<file path="config.mk">
export PLATFORM = sky130hd
export DESIGN_NAME = utilization_pool_size_governor_flat
export DESIGN_NICKNAME = d
export VERILOG_FILES = /design/src/upsg_pkg.sv /design/src/upsg_req_if.sv /design/src/upsg_rsp_if.sv /design/src/upsg_cell.sv /design/src/upsg_window.sv /design/src/utilization_pool_size_governor.sv /design/src/flat_wrapper.sv
export SDC_FILE = /design/constraint.sdc
export NUM_CORES = 2
export LEC_CHECK = 0
export BUFFER_PORTS_ARGS = -buffer_cell sky130_fd_sc_hd__buf_2
export CELL_PAD_IN_SITES_DETAIL_PLACEMENT = 1
export CELL_PAD_IN_SITES_GLOBAL_PLACEMENT = 2
export CORE_ASPECT_RATIO = 2
export CORE_UTILIZATION = 45
export DETAILED_ROUTE_END_ITERATION = 8
export GPL_TIMING_DRIVEN = 0
export PLACE_DENSITY_LB_ADDON = 0.1
export SKIP_CTS_REPAIR_TIMING = 1
export SLEW_MARGIN = 40
export SYNTH_ARGS = -nofsm -noshare
export SYNTH_HDL_FRONTEND = slang
export SYNTH_SLANG_ARGS = --single-unit
</file>
<file path="constraint.sdc">
create_clock -name clock -period 80.7 [get_ports clock]
set_input_delay 16.14 -clock clock [delete_from_list [all_inputs] [get_ports clock]]
set_output_delay 16.14 -clock clock [all_outputs]
set_load 0.05 [all_outputs]
</file>
<file path="src/upsg_pkg.sv">
package upsg_pkg;

   localparam int UTIL_W         = 14;
   localparam int SIZE_W         = 8;
   localparam int DEPTH_W        = 16;
   localparam int CSR_INDEX_W    = 3;
   localparam int CSR_DATA_W     = 16;
   localparam int WINDOW_DEFAULT = 100;

   localparam logic [UTIL_W-1:0]  HIGH_THRESHOLD_RESET     = UTIL_W'(8000);
   localparam logic [UTIL_W-1:0]  LOW_THRESHOLD_RESET      = UTIL_W'(3000);
   localparam logic [SIZE_W-1:0]  MIN_SIZE_RESET           = SIZE_W'(2);
   localparam logic [SIZE_W-1:0]  MAX_SIZE_RESET           = SIZE_W'(32);
   localparam logic [DEPTH_W-1:0] FIRST_QUEUE_LIMIT_RESET  = DEPTH_W'(10);
   localparam logic [DEPTH_W-1:0] SECOND_QUEUE_LIMIT_RESET = DEPTH_W'(20);

   typedef enum logic [CSR_INDEX_W-1:0] {
      CSR_HIGH_THRESHOLD     = 3'd0,
      CSR_LOW_THRESHOLD      = 3'd1,
      CSR_MIN_SIZE           = 3'd2,
      CSR_MAX_SIZE           = 3'd3,
      CSR_FIRST_QUEUE_LIMIT  = 3'd4,
      CSR_SECOND_QUEUE_LIMIT = 3'd5
   } csr_index_type;

endpackage

</file>
<file path="src/upsg_req_if.sv">
interface upsg_req_if import upsg_pkg::*; ();
   logic               valid;
   logic               ready;
   logic [UTIL_W-1:0]  utilization;
   logic [SIZE_W-1:0]  pool_size;
   logic [DEPTH_W-1:0] first_queue_depth;
   logic [DEPTH_W-1:0] second_queue_depth;

   modport source (output valid, output utilization, output pool_size,
                   output first_queue_depth, output second_queue_depth, input ready);
   modport sink   (input valid, input utilization, input pool_size,
                   input first_queue_depth, input second_queue_depth, output ready);
endinterface

</file>
<file path="src/upsg_rsp_if.sv">
interface upsg_rsp_if import upsg_pkg::*; ();
   logic              valid;
   logic              ready;
   logic [SIZE_W-1:0] new_pool_size;

   modport source (output valid, output new_pool_size, input ready);
   modport sink   (input valid, input new_pool_size, output ready);
endinterface

</file>
<file path="src/upsg_cell.sv">
module upsg_cell import upsg_pkg::*; (
   input  logic              clock,
   input  logic              shift_en,
   input  logic [UTIL_W-1:0] sample_in,
   output logic [UTIL_W-1:0] sample_out
);

   logic [UTIL_W-1:0] sample_ff;

   // no reset: the fill count tells which cells hold a sample
   always_ff @(posedge clock) begin
      if (shift_en) begin
         sample_ff <= sample_in;
      end
   end

   assign sample_out = sample_ff;

endmodule

</file>
<file path="src/upsg_window.sv">
module upsg_window import upsg_pkg::*; #(
   parameter int Window = WINDOW_DEFAULT,
   parameter int FillW  = $clog2(Window + 1),
   parameter int SumW   = UTIL_W + FillW
) (
   input  logic              clock,
   input  logic              reset,
   input  logic              shift_en,
   input  logic [UTIL_W-1:0] sample_in,
   output logic [SumW-1:0]   sum_out,
   output logic [FillW-1:0]  fill_out
);

   localparam logic [FillW-1:0] FillMax = FillW'(Window);

   logic [UTIL_W-1:0] tap [Window+1];
   logic [SumW-1:0]   sum_ff;
   logic [SumW-1:0]   sum_in;
   logic [FillW-1:0]  fill_ff;
   logic [FillW-1:0]  fill_in;
   logic              full;

   assign tap[0] = sample_in;

   for (genvar i = 0; i < Window; i++) begin : g_cell
      upsg_cell u_cell (
         .clock      (clock),
         .shift_en   (shift_en),
         .sample_in  (tap[i]),
         .sample_out (tap[i+1])
      );
   end

   assign full = (fill_ff == FillMax);

   // drop the oldest sample once the window is full, then add the new one
   always_comb begin
      sum_in  = sum_ff;
      fill_in = fill_ff;
      if (shift_en) begin
         if (full) begin
            sum_in = sum_ff - SumW'(tap[Window]) + SumW'(sample_in);
         end else begin
            sum_in  = sum_ff + SumW'(sample_in);
            fill_in = fill_ff + FillW'(1);
         end
      end
   end

   always_ff @(posedge clock) begin
      if (reset) begin
         sum_ff  <= '0;
         fill_ff <= '0;
      end else begin
         sum_ff  <= sum_in;
         fill_ff <= fill_in;
      end
   end

   assign sum_out  = sum_ff;
   assign fill_out = fill_ff;

   a_fill_bounded: assert property (@(posedge clock) disable iff (reset)
      fill_ff <= FillMax)
      else $error("fill count beyond window depth");

   a_fill_grows: assert property (@(posedge clock) disable iff (reset)
      shift_en && !full |=> fill_ff == $past(fill_ff) + FillW'(1))
      else $error("fill count did not advance on request");

   a_empty_sum: assert property (@(posedge clock) disable iff (reset)
      fill_ff == '0 |-> sum_ff == '0)
      else $error("nonzero sum with empty window");

endmodule

</file>
<file path="src/utilization_pool_size_governor.sv">
// A request passes stage one, stage two and the output register. Throughput: one request
// per cycle while the output slot is free or drains; the window is a shift chain of sample
// cells with a running sum, so each request costs one shift and one add/subtract.
// Reset (synchronous, active high) clears the fill count, the sum, the pipeline valids and
// loads the threshold, size and queue limit registers with their defaults; the sample cells
// are not cleared and are never read before being written.
module utilization_pool_size_governor import upsg_pkg::*; #(
   parameter int Window = WINDOW_DEFAULT
) (
   input  logic                   clock,
   input  logic                   reset,
   upsg_req_if.sink               req_ch,
   upsg_rsp_if.source             rsp_ch,
   input  logic                   csr_wr_en,
   input  logic [CSR_INDEX_W-1:0] csr_index,
   input  logic [CSR_DATA_W-1:0]  csr_wdata
);

   localparam int FillW = $clog2(Window + 1);
   localparam int SumW  = UTIL_W + FillW;

   // configuration
   logic [UTIL_W-1:0]  high_thr_ff;
   logic [UTIL_W-1:0]  low_thr_ff;
   logic [SIZE_W-1:0]  min_size_ff;
   logic [SIZE_W-1:0]  max_size_ff;
   logic [DEPTH_W-1:0] first_limit_ff;
   logic [DEPTH_W-1:0] second_limit_ff;

   always_ff @(posedge clock) begin
      if (reset) begin
         high_thr_ff     <= HIGH_THRESHOLD_RESET;
         low_thr_ff      <= LOW_THRESHOLD_RESET;
         min_size_ff     <= MIN_SIZE_RESET;
         max_size_ff     <= MAX_SIZE_RESET;
         first_limit_ff  <= FIRST_QUEUE_LIMIT_RESET;
         second_limit_ff <= SECOND_QUEUE_LIMIT_RESET;
      end else if (csr_wr_en) begin
         unique case (csr_index_type'(csr_index))
            CSR_HIGH_THRESHOLD:     high_thr_ff     <= csr_wdata[UTIL_W-1:0];
            CSR_LOW_THRESHOLD:      low_thr_ff      <= csr_wdata[UTIL_W-1:0];
            CSR_MIN_SIZE:           min_size_ff     <= csr_wdata[SIZE_W-1:0];
            CSR_MAX_SIZE:           max_size_ff     <= csr_wdata[SIZE_W-1:0];
            CSR_FIRST_QUEUE_LIMIT:  first_limit_ff  <= csr_wdata[DEPTH_W-1:0];
            CSR_SECOND_QUEUE_LIMIT: second_limit_ff <= csr_wdata[DEPTH_W-1:0];
            default: ;
         endcase
      end
   end

   // handshake: the whole pipeline moves when the output slot is free or drains
   logic advance;
   logic accept;
   logic out_v_ff;

   assign advance      = !out_v_ff || rsp_ch.ready;
   assign req_ch.ready = advance;
   assign accept       = req_ch.valid && advance;

   // window: updated sum and fill count line up with stage one
   logic [SumW-1:0]  win_sum;
   logic [FillW-1:0] win_fill;

   upsg_window #(
      .Window (Window),
      .FillW  (FillW),
      .SumW   (SumW)
   ) u_window (
      .clock     (clock),
      .reset     (reset),
      .shift_en  (accept),
      .sample_in (req_ch.utilization),
      .sum_out   (win_sum),
      .fill_out  (win_fill)
   );

   logic q_over;
   assign q_over = (req_ch.first_queue_depth > first_limit_ff)
                || (req_ch.second_queue_depth > second_limit_ff);

   // stage one
   logic              s1_v_ff;
   logic [SIZE_W-1:0] s1_cur_ff;
   logic              s1_q_ff;

   // stage two
   logic              s2_v_ff;
   logic [SIZE_W-1:0] s2_cur_ff;
   logic              s2_q_ff;
   logic [SumW-1:0]   s2_sum_ff;
   logic [SumW-1:0]   s2_hi_ff;
   logic [SumW-1:0]   s2_lo_ff;
   logic [SumW-1:0]   hi_lim_in;
   logic [SumW-1:0]   lo_lim_in;

   assign hi_lim_in = {{FillW{1'b0}}, high_thr_ff} * {{UTIL_W{1'b0}}, win_fill};
   assign lo_lim_in = {{FillW{1'b0}}, low_thr_ff} * {{UTIL_W{1'b0}}, win_fill};

   // output stage
   logic [SIZE_W-1:0] out_size_ff;
   logic [SIZE_W-1:0] out_size_in;
   logic              out_q_ff;

   logic              grow;
   logic              shrink;
   logic [SIZE_W:0]   grown;
   logic [SIZE_W:0]   bumped;
   logic [SIZE_W-1:0] ruled;

   always_comb begin
      grow   = (s2_sum_ff > s2_hi_ff) && (s2_cur_ff < max_size_ff);
      shrink = (s2_sum_ff < s2_lo_ff) && (s2_cur_ff > min_size_ff);
      grown  = {1'b0, s2_cur_ff} + (SIZE_W+1)'(2);
      if (grow) begin
         ruled = (grown > {1'b0, max_size_ff}) ? max_size_ff : grown[SIZE_W-1:0];
      end else if (shrink) begin
         ruled = s2_cur_ff - SIZE_W'(1);
      end else begin
         ruled = s2_cur_ff;
      end
      bumped      = {1'b0, ruled} + (SIZE_W+1)'(1);
      out_size_in = ruled;
      if (s2_q_ff) begin
         out_size_in = (bumped > {1'b0, max_size_ff}) ? max_size_ff : bumped[SIZE_W-1:0];
      end
   end

   always_ff @(posedge clock) begin
      if (reset) begin
         s1_v_ff  <= 1'b0;
         s2_v_ff  <= 1'b0;
         out_v_ff <= 1'b0;
      end else if (advance) begin
         s1_v_ff  <= accept;
         s2_v_ff  <= s1_v_ff;
         out_v_ff <= s2_v_ff;
      end
   end

   always_ff @(posedge clock) begin
      if (advance) begin
         s1_cur_ff   <= req_ch.pool_size;
         s1_q_ff     <= q_over;
         s2_cur_ff   <= s1_cur_ff;
         s2_q_ff     <= s1_q_ff;
         s2_sum_ff   <= win_sum;
         s2_hi_ff    <= hi_lim_in;
         s2_lo_ff    <= lo_lim_in;
         out_size_ff <= out_size_in;
         out_q_ff    <= s2_q_ff;
      end
   end

   assign rsp_ch.valid         = out_v_ff;
   assign rsp_ch.new_pool_size = out_size_ff;

   a_queue_caps_size: assert property (@(posedge clock) disable iff (reset)
      out_v_ff && out_q_ff |-> out_size_ff <= max_size_ff)
      else $error("queue bump exceeded max size");

   a_stall_holds_pipe: assert property (@(posedge clock) disable iff (reset)
      !advance |=> s1_v_ff == $past(s1_v_ff) && s2_v_ff == $past(s2_v_ff))
      else $error("pipeline moved while output stalled");

   a_step_bounded: assert property (@(posedge clock) disable iff (reset)
      s2_v_ff && !s2_q_ff |-> {1'b0, out_size_in} <= {1'b0, s2_cur_ff} + (SIZE_W+1)'(2))
      else $error("size grew by more than two");

endmodule
</file>
<file path="src/flat_wrapper.sv">
// flat-port wrapper written by rule: the top's interface ports become plain ports
module utilization_pool_size_governor_flat import upsg_pkg::*;
#(
   parameter int Window = WINDOW_DEFAULT
)
  (clock, reset, csr_wr_en, csr_index, csr_wdata, req_ch_valid, req_ch_utilization, req_ch_pool_size, req_ch_first_queue_depth, req_ch_second_queue_depth, req_ch_ready, rsp_ch_valid, rsp_ch_new_pool_size, rsp_ch_ready);
  upsg_req_if req_ch_i ();
  upsg_rsp_if rsp_ch_i ();
  input  logic clock;
  input  logic reset;
  input  logic csr_wr_en;
  input  logic [CSR_INDEX_W-1:0] csr_index;
  input  logic [CSR_DATA_W-1:0] csr_wdata;
  input wire logic [$bits(req_ch_i.valid)-1:0] req_ch_valid;
  input wire logic [$bits(req_ch_i.utilization)-1:0] req_ch_utilization;
  input wire logic [$bits(req_ch_i.pool_size)-1:0] req_ch_pool_size;
  input wire logic [$bits(req_ch_i.first_queue_depth)-1:0] req_ch_first_queue_depth;
  input wire logic [$bits(req_ch_i.second_queue_depth)-1:0] req_ch_second_queue_depth;
  output wire logic [$bits(req_ch_i.ready)-1:0] req_ch_ready;
  output wire logic [$bits(rsp_ch_i.valid)-1:0] rsp_ch_valid;
  output wire logic [$bits(rsp_ch_i.new_pool_size)-1:0] rsp_ch_new_pool_size;
  input wire logic [$bits(rsp_ch_i.ready)-1:0] rsp_ch_ready;
  assign req_ch_i.valid = req_ch_valid;
  assign req_ch_i.utilization = req_ch_utilization;
  assign req_ch_i.pool_size = req_ch_pool_size;
  assign req_ch_i.first_queue_depth = req_ch_first_queue_depth;
  assign req_ch_i.second_queue_depth = req_ch_second_queue_depth;
  assign req_ch_ready = req_ch_i.ready;
  assign rsp_ch_valid = rsp_ch_i.valid;
  assign rsp_ch_new_pool_size = rsp_ch_i.new_pool_size;
  assign rsp_ch_i.ready = rsp_ch_ready;
  utilization_pool_size_governor #(.Window(Window)) u_core (.clock(clock), .reset(reset), .req_ch(req_ch_i), .rsp_ch(rsp_ch_i), .csr_wr_en(csr_wr_en), .csr_index(csr_index), .csr_wdata(csr_wdata));
endmodule
</file>
## Yosys cells after proc, flatten, opt, wreduce, memory -nomap -nowiden

Cells that the tools add are included.

| word-level totals | value |
|---|---|
| register bits after elaboration | 1596 |
| bits in latches | 0 |
| memory bits (writable) | 0 |
| bits in read-only memories | 0 |
| input bits | 78 |
| output and inout port bits | 10 |
| logic and storage cells | 163 |
| memories | 0 |

| operators by class | value |
|---|---|
| add/sub/neg operators | 7 |
| $mul | 2 |
| div/mod/pow operators | 0 |
| $lt $le $gt $ge | 8 |
| equality and inequality tests | 6 |
| shift operators | 0 |
| multiplexer cells | 6 |
| bitwise operators | 1 |
| reduce and logical (&&, ||, !) cells | 14 |

Operator list:

| operator | number |
|---|---|
| $add 21x14->21 | 2 |
| $mul 14x7->21 | 2 |
| $mux 8 | 5 |
| $gt 16x16->1 | 2 |
| $gt 21x21->1 | 1 |
| $lt 21x21->1 | 1 |
| $mux 21 | 1 |
| $sub 21x14->21 | 1 |
| $gt 9x8->1 | 2 |
| $reduce_and 2->1 | 7 |
| $add 8x1->9 const B | 1 |
| $add 8x2->9 const B | 1 |
| $gt 8x8->1 | 1 |
| $lt 8x8->1 | 1 |
| $sub 8x1->8 const B | 1 |
| $add 7x1->7 const B | 1 |
| $eq 7x7->1 const B | 1 |
| $eq 3x2->1 const B | 2 |
| $eq 3x3->1 const B | 2 |
| $eq 3x1->1 const B | 1 |
| $logic_and 1x1->1 | 3 |
| $logic_not 3->1 | 1 |
| $logic_or 1x1->1 | 2 |
| $logic_not 1->1 | 1 |
| $not 1->1 | 1 |

## Logic depth before layout (Yosys ltp)

| logic depth | value |
|---|---|
| depth in word-level cells | 8 |
| mapped depth | 28 |
| gate-level depth less buffers | 26 |

## Hierarchy

Synthesis repeated with hierarchy kept, for this count alone.

| unflattened totals | value |
|---|---|
| cells, all modules | 3459 |
| area, all modules | 60249.0 um2 |

By module, submodules not included:

| module | times used | cells an instance | area an instance (um2) | seq. area each (um2) |
|---|---|---|---|---|
| upsg_cell | 100 | 14 | 420.4 | 420.4 |
| utilization_pool_size_governor | 1 | 1613 | 14805.4 | 4254.1 |
| upsg_window | 1 | 446 | 3403.3 | 560.5 |

## Worst setup path after synthesis

Ideal clock, no wire load.

| path | value |
|---|---|
| path kind | in2reg |
| from | in rsp_ch_ready |
| to | reg u_core.u_window.sum_ff[0] (netlist: u_core.u_window.sum_out[0]) |
| setup time | 1.927 ns |
| data arrival time | 58.428 ns |
| required time | 78.773 ns |
| path slack | 20.345 ns |
| stages | 5 |
| buffers on the path | 1 |
| cells stage by stage | nand2b_1 nand2_1 inv_1 clkbuf_1 a311oi_1 |

| between the ends | value |
|---|---|
| longest elaborated chain between the ends | 2 |

Ends and longest elaborated chain:

| item | RTL line | RTL |
|---|---|---|
| start: declaration | flat_wrapper.sv:22 | `input wire logic [$bits(rsp_ch_i.ready)-1:0] rsp_ch_ready;` |
| $logic_or 1x1->1 | utilization_pool_size_governor.sv:56 | `assign advance = !out_v_ff \|\| rsp_ch.ready;` |
| $logic_and 1x1->1 | utilization_pool_size_governor.sv:58 | `assign accept = req_ch.valid && advance;` |
| via u_core.accept | utilization_pool_size_governor.sv:53 | `logic accept;` |
| end signal: assignment | upsg_window.sv:55 | `sum_ff <= sum_in;` |
| end: declaration | upsg_window.sv:17 | `logic [SumW-1:0] sum_ff;` |

The timed path passes the listed nets, and every way through them passes these cells.
A chain may end at the register's enable or synchronous reset.

## Final worst setup path

| path | value |
|---|---|
| from | in rsp_ch_ready |
| to | out req_ch_ready |

| between the ends | value |
|---|---|
| longest elaborated chain between the ends | 1 |

Ends and longest elaborated chain:

| item | RTL line | RTL |
|---|---|---|
| $logic_or 1x1->1 | utilization_pool_size_governor.sv:56 |  |
| end: declaration | flat_wrapper.sv:19 | `output wire logic [$bits(req_ch_i.ready)-1:0] req_ch_ready;` |

No other way between the ends.

==> flow_summary.ini <==
[layout]
num-fill-cells = 12275
nets = 4168
post-route-util = 0.5154
syn_to_final_growth_pct = 13.51
drive_above_1_share = 0.1030

[routing]
vias = 28242
drt_iter0_drc = 1381
wl_um = 115300
wl_per_cell_um = 20.79
vias_per_cell = 5.090
drc_errors = 30
ant_nets = 0
dr.pass1.iters = 6

[die]
fp.dieW_um = 261.0
initial_core_util = 0.4541
rows = 189
io_pins = 88
dieArea_um2 = 135700
fp.dieH_um = 519.9
coreArea_um2 = 132900

[sta]
rsz0062_at_grt = false
setup_violations = 0
period_share = 0.4112
hold_viol_final = 0
drv_slew = 0
clock.fmax_mhz = 30.13
worst_pin_slew_ns = 0.8366
max-slew-margin-rel = 0.4423
layout_min_cycle_time_ns = 33.18
fin_setup_tns_ns = 0
finalClockSkew_ns = 0.04436

[power]
combPwrFrac = 0.072
sw_frac_of_total = 0.2178
ir_drop_v = 0.00002118
p_seq_frac = 0.544
fin_total_pwr_w = 0.001812
p_leak_nw = 25.27
p_int_w = 0.001417
pwr-share-clk = 0.384
p_sw_w = 0.0003948
p_per_area_nw_per_um2 = 26.45

[grt]
grt_pass1_vias = 31207
antenna_found_initial = 2
grt_pass1_wl_um = 181400
overflow = 0
grt_usage = 0.1766
grt_start_max_net_pins = 50

[logic_synthesis]
synth_nets = 3896
ys.flop_type = edfxtp_1
netlist_instances = 3456
synth_seq_cells = 1596
synth_area_um2 = 60350
netlist-cell-type-count = 94
yosysWarnings = 0
async_flop_share = 0
syn_area_per_cell_um2 = 17.46
ys_seq_area_frac = 0.7764
synth_edf_count = 1489

[outcome]
violations = design-rule violations
status = finished with violations

[placement]
dp_hpwl_um = 78180
gp_congestion = 0.8596
port_buffers = 86

[clocking]
cts_sinks = 1596
cts_tree = built
clk_pin_slew_worst_paths_ns = 0.06
clockBufferDepth = 4
clock_tree.root_cell = clkbuf_16
clk_latency_ns = 0.78
numCtsBuffers = 147
htree_num_levels = 4

[setup_path]
cp-end-kind = primary output
critPathMaxFanout = 28
timing.setup.critical_path_class = input pin to primary output
worst_ep_arrival_time_ns = 17.04
cp-start-kind = input pin
crit_required_ns = 64.56

[hold_path]
hold_class = flip-flop to flip-flop

[flow_run]
maxCapViolations = 0
-- power by group through the flow --
stage          logic (W)  registers [W]  clock network (W)
2_1_floorplan  0.0000830        0.00107                  0
3_3_place_gp    0.000122        0.00109                  0
3_5_place_dp    0.000133        0.00100                  0
4_1_cts         0.000134       0.000986           0.000722
5_1_grt         0.000146       0.000991           0.000742
6_report        0.000131       0.000985           0.000696
-- layer usage --
layer  routed length (um)  vias up  global-route usage
li1                     -    13115                   -
met1                44020    14457              0.1995
met2                63250      420              0.3280
met3                 2877      250             0.02081
met4                 5190        0             0.08053
met5                    0        -                   0
-- cell type report --
| cell class | count | area, um^2 | share of cell area |
|---|---|---|---|
| sequential | 1596 | 46850 | 0.6840 |
| multi-input combinational | 1491 | 12100 | 0.1767 |
| clock buffer | 175 | 3931 | 0.05739 |
| tap | 1719 | 2151 | 0.03140 |
| timing repair buffer | 123 | 1179 | 0.01721 |
| inverter | 300 | 1126 | 0.01644 |
| clock inverter | 73 | 845.8 | 0.01235 |
| buffer | 69 | 306.5 | 0.004475 |
| antenna | 3 | 7.507 | 0.0001096 |
-- per-stage QoR --
step	hold slack [ns]	setup slack (ns)	cell area [um^2]	instances
CTS	0.3858	47.49	68490	5546
detailed placement	0.4051	47.49	63710	5298
floorplan	0.4003	20.35	60350	3456
global route	0.4020	47.46	68500	5547
global placement	0.4032	7.221	62930	5261
finish	0.3843	47.52	68500	5549
-- critical path, cell delays in order --
cell      delay, ns
buf_2          0.10
nand2b_4       0.40
buf_2          0.36
-- synthesized netlist by cell type, drive strengths merged, types with 13 or more instances --
cell,instances,share of area
ha,229,0.047
nor2,78,0.0049
fa,133,0.044
o21ai,49,0.0043
xor2,24,0.0035
xnor2,53,0.0077
and2,131,0.014
clkbuf,59,0.0037
nand2,302,0.019
nor3,32,0.0029
a21o,26,0.0033
edfxtp,1489,0.74
dfxtp,107,0.035
nand3b,21,0.0026
a211oi,24,0.0034
o21a,24,0.0030
nand3,36,0.0032
a21oi,149,0.013
nand2b,13,0.0015
inv,300,0.019
nand4,26,0.0030
and3,14,0.0016
-- worst paths after layout --
check / start / endpoint / slack (ns) / cells past startpoint
worst max-delay path: rsp_ch_ready / req_ch_ready / 47.52 / 3
worst min register to register: u_core.u_window.g_cell[96].u_cell.sample_out[0] / u_core.u_window.g_cell[97].u_cell.sample_out[0] / 0.38 / 0
worst min-delay path: u_core.u_window.g_cell[96].u_cell.sample_out[0] / u_core.u_window.g_cell[97].u_cell.sample_out[0] / 0.38 / 0
worst max register to register: u_core.s2_cur_ff[3] / u_core.rsp_ch.new_pool_size[5] / 73.58 / 25
-- registers in the layout, indices dropped and copies added (netlist names), 16 cells and up --
signal	flops
u_core.first_limit_ff	16
u_core.s2_lo_ff	21
u_core.u_window.g_cell.u_cell.sample_out	1400
u_core.s2_hi_ff	21
u_core.u_window.sum_out	21
u_core.second_limit_ff	16
u_core.s2_sum_ff	21
-- kinds of logic (layout without fill, tap and decap cells) --
| family | count (synthesis) | in the layout | synth area share |
|---|---|---|---|
| other cells | 0 | 3 | 0 |
| flops | 1596 | 1596 | 0.7764 |
| buf+inv | 369 | 740 | 0.02359 |
| compound gates | 347 | 347 | 0.03802 |
| mux | 8 | 8 | 0.001576 |
| fa+ha+maj | 362 | 362 | 0.09160 |
| simple gates | 697 | 697 | 0.05766 |
| xor+xnor | 77 | 77 | 0.01117 |
-- layout by cell type (no fill, tap or decap), types with 24 or more instances in the layout --
cell type / Yosys / routed
buf_2: 1 / 87
and2_1: 125 / 125
o21ai_0: 42 / 42
clkbuf_1: 59 / 74
a21oi_1: 146 / 146
edfxtp_1: 1489 / 1489
clkbuf_16: 0 / 153
ha_1: 229 / 229
clkinv_2: 0 / 25
nand2_1: 302 / 302
inv_1: 300 / 300
xnor2_1: 53 / 52
nand3_1: 34 / 34
xor2_1: 24 / 24
buf_12: 0 / 36
dfxtp_1: 107 / 107
fa_1: 133 / 133
o21a_1: 24 / 24
a21o_1: 24 / 24
nand4_1: 24 / 24
nor3_1: 29 / 29
nor2_1: 78 / 78
(Power assumes the default switching activity.)
